$ cat src/sv/fbfla_pkg.sv
// ============================================================================
// fbfla_pkg: shared types and codes for the block free-list allocator
// Operation and status codes, controller states and the result record.
// ============================================================================
package fbfla_pkg;

  // Widths of the request and result fields
  localparam int unsigned OpW     = 2;
  localparam int unsigned IdxPortW = 6;
  localparam int unsigned StatW   = 2;
  localparam int unsigned CntPortW = 7;

  // Reset value of the pool_size register
  localparam logic [CntPortW-1:0] BlockCountRst = 7'd64;

  // Request operation codes (code 3 is a no-op)
  typedef enum logic [OpW-1:0] {
    OP_ALLOC = 2'd0,
    OP_FREE  = 2'd1,
    OP_INIT  = 2'd2
  } op_e;

  // Result status codes
  typedef enum logic [StatW-1:0] {
    ST_OK       = 2'd0,
    ST_EMPTY    = 2'd1,
    ST_BAD_FREE = 2'd2
  } status_e;

  // Controller states
  typedef enum logic [1:0] {
    S_IDLE,
    S_ALLOC,
    S_INIT
  } state_e;

  // One result record as it waits in the output stage
  typedef struct packed {
    logic [IdxPortW-1:0] granted;
    status_e             status;
    logic [CntPortW-1:0] count;
  } result_t;

endpackage

$ cat src/sv/fixed_block_free_list_allocator_unit.sv
// ============================================================================
// fixed_block_free_list_allocator_unit: fixed-size block pool allocator
// Keeps a linked free list of block indices in a link RAM.
// ============================================================================
// Usage:
//   Requests enter on the s_axis channel: tdata[1:0] is the operation
//   (allocate, free, initialize; code 3 is a no-op) and tdata[7:2] the block
//   returned by a free. Each request gives exactly one result on m_axis:
//   granted block, status and the free count after the request.
//   pool_size is written through cfg_we_i / cfg_wdata_i; the user must do
//   so only while idle, which the block does not enforce.
// Flow: free and no-op results are registered on accept; allocate reads
//   the head's link from the registered link RAM port, then registers the
//   result; initialize writes one link per block, n = min(pool_size,
//   NUM_BLOCKS) blocks. One request is worked on at a time; s_axis_tready
//   is low while an allocate or initialize is in progress.
// Reset: the free list is empty (free count 0, head 0) until the first
//   initialize; pool_size resets to 64. The link RAM is not cleared.
// Stall: results queue in a two-entry output stage, so a new request is
//   taken while one result waits; with two waiting, s_axis_tready drops.
// ============================================================================
module fixed_block_free_list_allocator_unit
  import fbfla_pkg::*;
#(
  parameter int unsigned NUM_BLOCKS = 64
) (
  input  logic        clk_i,
  input  logic        rst_ni,
  // Configuration: pool_size
  input  logic        cfg_we_i,
  input  logic [6:0]  cfg_wdata_i,
  // Request stream
  input  logic        s_axis_tvalid,
  output logic        s_axis_tready,
  input  logic [7:0]  s_axis_tdata,   // [1:0] operation, [7:2] free_index
  // Result stream
  output logic        m_axis_tvalid,
  input  logic        m_axis_tready,
  output logic [15:0] m_axis_tdata    // [5:0] granted_index, [7:6] status,
                                      // [14:8] free_count, [15] zero
);

  localparam int unsigned IdxW = $clog2(NUM_BLOCKS);
  localparam int unsigned CntW = $clog2(NUM_BLOCKS + 1);

  // Configuration register
  logic [CntPortW-1:0] blk_cnt_q;

  always_ff @(posedge clk_i or negedge rst_ni) begin
    if (!rst_ni) begin
      blk_cnt_q <= BlockCountRst;
    end else if (cfg_we_i) begin
      blk_cnt_q <= cfg_wdata_i;
    end
  end

  // Effective pool size
  logic [CntW-1:0] n_eff;
  assign n_eff = (32'(blk_cnt_q) > NUM_BLOCKS) ? CntW'(NUM_BLOCKS) : CntW'(blk_cnt_q);

  // Request fields
  logic                s_fire;
  logic [OpW-1:0]      req_op;
  logic [IdxPortW-1:0] req_idx;

  assign s_fire  = s_axis_tvalid && s_axis_tready;
  assign req_op  = s_axis_tdata[1:0];
  assign req_idx = s_axis_tdata[7:2];

  // Control state
  state_e          state_q, state_d;
  logic [IdxW-1:0] head_q, head_d;
  logic [CntW-1:0] free_q, free_d;
  logic [IdxW-1:0] ptr_q, ptr_d;

  // Link RAM controls
  logic            ram_we, ram_re;
  logic [IdxW-1:0] ram_waddr, ram_raddr;
  logic [IdxW-1:0] ram_wdata, ram_rdata;

  // Completion of the current request
  logic    done;
  result_t res;

  logic bad_free;
  logic init_last;

  assign bad_free  = (32'(req_idx) >= 32'(n_eff)) || (32'(free_q) >= 32'(n_eff));
  assign init_last = (ptr_q == IdxW'(n_eff - 1'b1));

  fbfla_ram #(
    .WIDTH (IdxW),
    .DEPTH (NUM_BLOCKS)
  ) u_link_ram (
    .clk_i   (clk_i),
    .we_i    (ram_we),
    .waddr_i (ram_waddr),
    .wdata_i (ram_wdata),
    .re_i    (ram_re),
    .raddr_i (ram_raddr),
    .rdata_o (ram_rdata)
  );

  // Next state
  always_comb begin
    state_d = state_q;
    unique case (state_q)
      S_IDLE: begin
        if (s_fire) begin
          if (req_op == OP_ALLOC) begin
            state_d = S_ALLOC;
          end else if (req_op == OP_INIT && n_eff != '0) begin
            state_d = S_INIT;
          end
        end
      end
      S_ALLOC: state_d = S_IDLE;
      S_INIT: begin
        if (init_last) begin
          state_d = S_IDLE;
        end
      end
      default: state_d = S_IDLE;
    endcase
  end

  // Datapath and RAM controls
  always_comb begin
    head_d      = head_q;
    free_d      = free_q;
    ptr_d       = ptr_q;
    ram_we      = 1'b0;
    ram_re      = 1'b0;
    ram_waddr   = ptr_q;
    ram_wdata   = '0;
    ram_raddr   = head_q;
    done        = 1'b0;
    res.granted = '0;
    res.status  = ST_OK;
    res.count   = CntPortW'(free_q);

    unique case (state_q)
      S_IDLE: begin
        if (s_fire) begin
          priority if (req_op == OP_ALLOC) begin
            // fetch the head's link; the result is formed in S_ALLOC
            ram_re = (free_q != '0);
          end else if (req_op == OP_FREE) begin
            done = 1'b1;
            if (bad_free) begin
              res.status = ST_BAD_FREE;
            end else begin
              ram_we    = 1'b1;
              ram_waddr = IdxW'(req_idx);
              ram_wdata = head_q;
              head_d    = IdxW'(req_idx);
              free_d    = free_q + 1'b1;
              res.count = CntPortW'(free_q + 1'b1);
            end
          end else if (req_op == OP_INIT) begin
            head_d = '0;
            ptr_d  = '0;
            if (n_eff == '0) begin
              free_d    = '0;
              done      = 1'b1;
              res.count = '0;
            end
          end else begin
            // unused code: report current count
            done = 1'b1;
          end
        end
      end
      S_ALLOC: begin
        done = 1'b1;
        if (free_q == '0) begin
          res.status = ST_EMPTY;
        end else begin
          res.granted = IdxPortW'(head_q);
          head_d      = ram_rdata;
          free_d      = free_q - 1'b1;
          res.count   = CntPortW'(free_q - 1'b1);
        end
      end
      S_INIT: begin
        // chain block ptr to ptr+1; last link is 0
        ram_we    = 1'b1;
        ram_waddr = ptr_q;
        ram_wdata = init_last ? '0 : IdxW'(ptr_q + 1'b1);
        ptr_d     = IdxW'(ptr_q + 1'b1);
        if (init_last) begin
          free_d    = n_eff;
          done      = 1'b1;
          res.count = CntPortW'(n_eff);
        end
      end
      default: ;
    endcase
  end

  always_ff @(posedge clk_i or negedge rst_ni) begin
    if (!rst_ni) begin
      state_q <= S_IDLE;
      head_q  <= '0;
      free_q  <= '0;
      ptr_q   <= '0;
    end else begin
      state_q <= state_d;
      head_q  <= head_d;
      free_q  <= free_d;
      ptr_q   <= ptr_d;
    end
  end

  // Two-entry output stage: result register plus skid register
  result_t out_q, out_d, skid_q, skid_d;
  logic    out_vld_q, out_vld_d, skid_vld_q, skid_vld_d;

  always_comb begin
    out_d      = out_q;
    out_vld_d  = out_vld_q;
    skid_d     = skid_q;
    skid_vld_d = skid_vld_q;
    if (out_vld_q && m_axis_tready) begin
      if (skid_vld_q) begin
        out_d      = skid_q;
        skid_vld_d = 1'b0;
      end else begin
        out_vld_d = 1'b0;
      end
    end
    if (done) begin
      if (!out_vld_d) begin
        out_d     = res;
        out_vld_d = 1'b1;
      end else begin
        skid_d     = res;
        skid_vld_d = 1'b1;
      end
    end
  end

  always_ff @(posedge clk_i or negedge rst_ni) begin
    if (!rst_ni) begin
      out_vld_q  <= 1'b0;
      skid_vld_q <= 1'b0;
    end else begin
      out_vld_q  <= out_vld_d;
      skid_vld_q <= skid_vld_d;
    end
  end

  always_ff @(posedge clk_i) begin
    out_q  <= out_d;
    skid_q <= skid_d;
  end

  // Ports
  assign s_axis_tready = (state_q == S_IDLE) && !skid_vld_q;
  assign m_axis_tvalid = out_vld_q;
  assign m_axis_tdata  = {1'b0, out_q.count, out_q.status, out_q.granted};

endmodule

$ cat src/sv/fbfla_ram.sv
// ============================================================================
// fbfla_ram: simple dual-port RAM with registered read
// One write port and one read port; read data appears in the cycle after re_i.
// ============================================================================
module fbfla_ram #(
  parameter int unsigned WIDTH = 6,
  parameter int unsigned DEPTH = 64
) (
  input  logic                     clk_i,
  input  logic                     we_i,
  input  logic [$clog2(DEPTH)-1:0] waddr_i,
  input  logic [WIDTH-1:0]         wdata_i,
  input  logic                     re_i,
  input  logic [$clog2(DEPTH)-1:0] raddr_i,
  output logic [WIDTH-1:0]         rdata_o
);

  logic [WIDTH-1:0] mem_q [DEPTH];
  logic [WIDTH-1:0] rdata_q;

  // Write port
  always_ff @(posedge clk_i) begin
    if (we_i) begin
      mem_q[waddr_i] <= wdata_i;
    end
  end

  // Registered read port
  always_ff @(posedge clk_i) begin
    if (re_i) begin
      rdata_q <= mem_q[raddr_i];
    end
  end

  assign rdata_o = rdata_q;

endmodule

$ cat config.mk
export PLATFORM = sky130hd
export DESIGN_NAME = fixed_block_free_list_allocator_unit
export DESIGN_NICKNAME = d
export VERILOG_FILES = /design/src/sv/fbfla_pkg.sv /design/src/sv/fixed_block_free_list_allocator_unit.sv /design/src/sv/fbfla_ram.sv
export SDC_FILE = /design/constraint.sdc
export NUM_CORES = 1
export LEC_CHECK = 0
export BUFFER_PORTS_ARGS = -buffer_cell sky130_fd_sc_hd__buf_2
export CORE_MARGIN = 4
export CORE_UTILIZATION = 50
export DETAILED_ROUTE_END_ITERATION = 8
export MAX_ROUTING_LAYER = met4
export PLACE_DENSITY = 0.66
export SYNTH_ARGS = -nofsm -noshare
export SYNTH_HDL_FRONTEND = slang
export SYNTH_HIERARCHICAL = 1
export SYNTH_SLANG_ARGS = --single-unit
$ cat constraint.sdc
create_clock -name clk_i -period 17 [get_ports clk_i]
set_clock_uncertainty 0.2 [all_clocks]
set_input_delay 4.25 -clock clk_i [delete_from_list [all_inputs] [get_ports clk_i]]
set_output_delay 4.25 -clock clk_i [all_outputs]
set_load 0.1 [all_outputs]
==> run_results.csv <==
group,metric,value,unit
status,outcome,"finished, final reports clean",
sta,layout_setup_ws,8.96,ns
yosys,synth.largest_area_cell,"edfxtp_1",
setup_path,crit_fanout,13,
setup_path,critPathTopFamily,"simple AND/OR/NAND/NOR gates",
finish,final_util,55.7,%
clock_network,cts_sinks,450,
power,leakagePower,0.00702,uW
floorplanning,start_util,50.6,%
floorplanning,io_pins,38,
clock_network,cts_resized,0,
sta,fin_crit,8.04,ns
clock_network,cts_buffers,45,
finish,final_nets,1284,
clock_network,cts_buffer_depth,3,
floorplanning,die_y,206,um
yosys,synth_edf_count,405,
global_routing,grt_pass1_vias,10921,
setup_path,cp.arrival,8.02,ns
floorplanning,fp-row-count,72,
yosys,synth_nets,1255,
floorplanning,die_width,206,um
yosys,ys_ff_latch,450,
global_routing,grt_antenna_before_repair,0,
finish,layout-drive-gt1-share,20.1,%
drt,wirelength,44.8,mm
sta,setup_violations,0,
drt,dr_total_vias,11037,
drt,vias_per_cell,6.17,
clock_network,clk_latency,0.56,ns
yosys,synth_flop_cell,"edfxtp_1",
sta,hold_ws,0.326,ns
clock_network,cts-root-buf,"clkbuf_16",
clock_network,cts_tree,"built",
floorplanning,coreArea,0.0386,mm^2
yosys,synth_area_leaders,"edfxtp_1 (62%), mux4_2 (10%), dfrtp_1 (3.7%), nor2_1 (1.8%), mux2i_1 (1.7%)",
clock_network,ctsHoldBuffers,0,
clock_network,post-cts-setup-buffers,0,
finish,layout_commonest_cell,"edfxtp_1",
finish,antennaDiodeCount,0,
setup_path,path_class,"input pin to register",
sta,timing.final.hold_violations,0,
finish,finalInstanceArea,0.0215,mm^2
yosys,syn_area,0.0196,mm^2
finish,area_delta_synth_final,10.1,%
finish,seq_area,0.0132,mm^2
finish,layout_common_cells,"edfxtp_1 (405), nor2_1 (92), mux4_2 (87)",
min_path,hold_path.class,"register to register",
setup_path,crit_path_cell_trace,"buf_2 -> inv_1 -> ha_1 -> nor2b_1 -> nand3_2 -> o21ai_0 -> nand3_1 -> nor2_1",
yosys,yosysTopAreaCellShare,62.2,%
yosys,synth_warnings,6,
min_path,hp-start,"u_link_ram/rdata_o[1]",
drt,post_drt_wl_per_cell,25.0,um
placed_design,dp_slack,8.54,ns
global_routing,track_usage,21.9,%
power,peakVddDrop,0.0802,mV
finish,multi_input_area,0.00595,mm^2
sta,fmax,124,MHz
setup_path,worstSetupStartpointType,"input pin",
job,max_cap_viol_count,0,
drt,detail-route-antenna-nets,0,
yosys,ys_types,82,
setup_path,cp_slowest_cell,"nor2b_1",
sta,setup_tns,0,ns
power,powerDensity,142,mW/mm^2
setup_path,critPathBufInv,2,
global_routing,grt_max_degree,70,
clock_network,clk_pin_slew_worst_paths,0.06,ns
floorplanning,die-area,0.0424,mm^2
sta,max_slew_margin,26.3,%
yosys,avgSynthCellArea,16.2,um^2
placed_design,io_buffers,36,
yosys,synth_seq_area_share,67.5,%
setup_path,startpoint,"s_axis_tdata[0]",
yosys,async_flop_share,6.67,%
placed_design,dpl-instance-area,0.0202,mm^2
setup_path,end_kind,"register",
setup_path,critPathMaxStageDelay,0.84,ns
global_routing,gr-total-overflow,0,
placed_design,dpl.hpwl,27.5,mm
global_routing,grt_pass1_wl,68.0,mm
yosys,synthCells,1210,
placed_design,place_congestion,0.906,
drt,drt_iter0_drc,1197,
clock_network,htree_levels,2,
setup_path,critPathRequiredTime,16.98,ns
setup_path,reg2reg_from,"state_q[1]",
drt,drc,0,
sta,worstMarginPinSlew,1.11,ns
drt,dr.pass1.iters,5,
sta,slew_violations,0,
sta,period_share,47.3,%
finish,num-fill-cells,2996,
sta,rsz0062_at_grt,"false",
[final timing paths]
| path | slack, ns | endpoint | cells after the start |
|---|---|---|---|
| max | 8.96 | u_link_ram/mem_q[27][2] | 8 |
| min | 0.33 | head_q[1] | 2 |
| max reg2reg | 11.64 | u_link_ram/mem_q[27][2] | 8 |
| min reg2reg | 0.33 | head_q[1] | 2 |
| max in group asynchronous | 12.47 | head_q[1] | 1 |
| min in group asynchronous | 3.56 | blk_cnt_q[5] | 1 |
[synth_stat cells, types with 11 or more instances]
| library cell | n |
|---|---|
| a211oi_1 | 13 |
| a21oi_1 | 21 |
| buf_2 | 19 |
| clkbuf_1 | 35 |
| dfrtp_1 | 29 |
| dfxtp_1 | 15 |
| edfxtp_1 | 405 |
| ha_1 | 25 |
| inv_1 | 20 |
| mux2_2 | 23 |
| mux2i_1 | 33 |
| mux4_2 | 87 |
| nand2_1 | 85 |
| nand3_1 | 28 |
| nor2_1 | 92 |
| nor2b_1 | 14 |
| nor3_1 | 14 |
| o21ai_0 | 33 |
| o21ai_1 | 19 |
| o221ai_1 | 11 |
| o22ai_1 | 15 |
[state kept, by name, summed over array words and instances (netlist names)]
name	count
u_link_ram/rdata_o	6
ptr_q	6
skid_vld_q	1
free_q	7
u_link_ram/mem_q	384
blk_cnt_q	7
m_axis_tvalid	1
state_q	2
m_axis_tdata	15
skid_q	15
head_q	6
[per-layer routing]
metal  up-vias  track usage, %  part of all wire, %
met5         -               -                    0
li1       4866               -                    -
met3        79            4.02                  7.9
met4         0            6.37                  2.8
met1      5620            30.1                   41
met2       472            34.2                   48
[report_power, final]
group	leakage, uW	switching (uW)	internal, uW
combinational	0.00214	518	272
clock	0.000675	404	521
sequential	0.00420	68.0	1270
[worst reg2reg max path, stage by stage (launching register included)]
cell	delay [ns]
dfrtp_1	0.42
inv_1	0.12
ha_1	0.52
and3b_1	0.31
nor2b_1	0.87
nand3_2	0.36
o21ai_0	0.75
nand3_1	0.79
nor2_1	0.66
[cell families (layout without fill, tap and decap cells)]
family	Yosys count	count (layout)	synth area share (%)
AND/OR/NAND/NOR	306	306	7.79
adder cells (fa/ha/maj)	25	25	1.60
buffers and inverters	88	150	2.35
multiplexers	149	149	13.8
XOR/XNOR	11	11	0.492
flip-flops	450	450	67.5
other	1	1	0.0192
AO/OA/AOI/OAI	180	180	6.38
[metrics by stage]
step | total power, uW | cells
after floorplan | 1950 | 1210
after global placement | 2140 | 1710
after detailed placement | 2150 | 1710
after CTS | 3070 | 1790
after global routing | 3180 | 1790
final | 3050 | 1790
[layout make-up]
cell class | instances | share of cell area (%)
Clock inverter | 23 | 0.680
Sequential cell | 450 | 61.4
Tap cell | 518 | 3.01
Timing Repair Buffer | 49 | 1.29
Clock buffer | 57 | 5.63
Inverter | 21 | 0.378
Multi-Input combinational cell | 672 | 27.6
No activity file was read; power rests on OpenSTA's default activity.
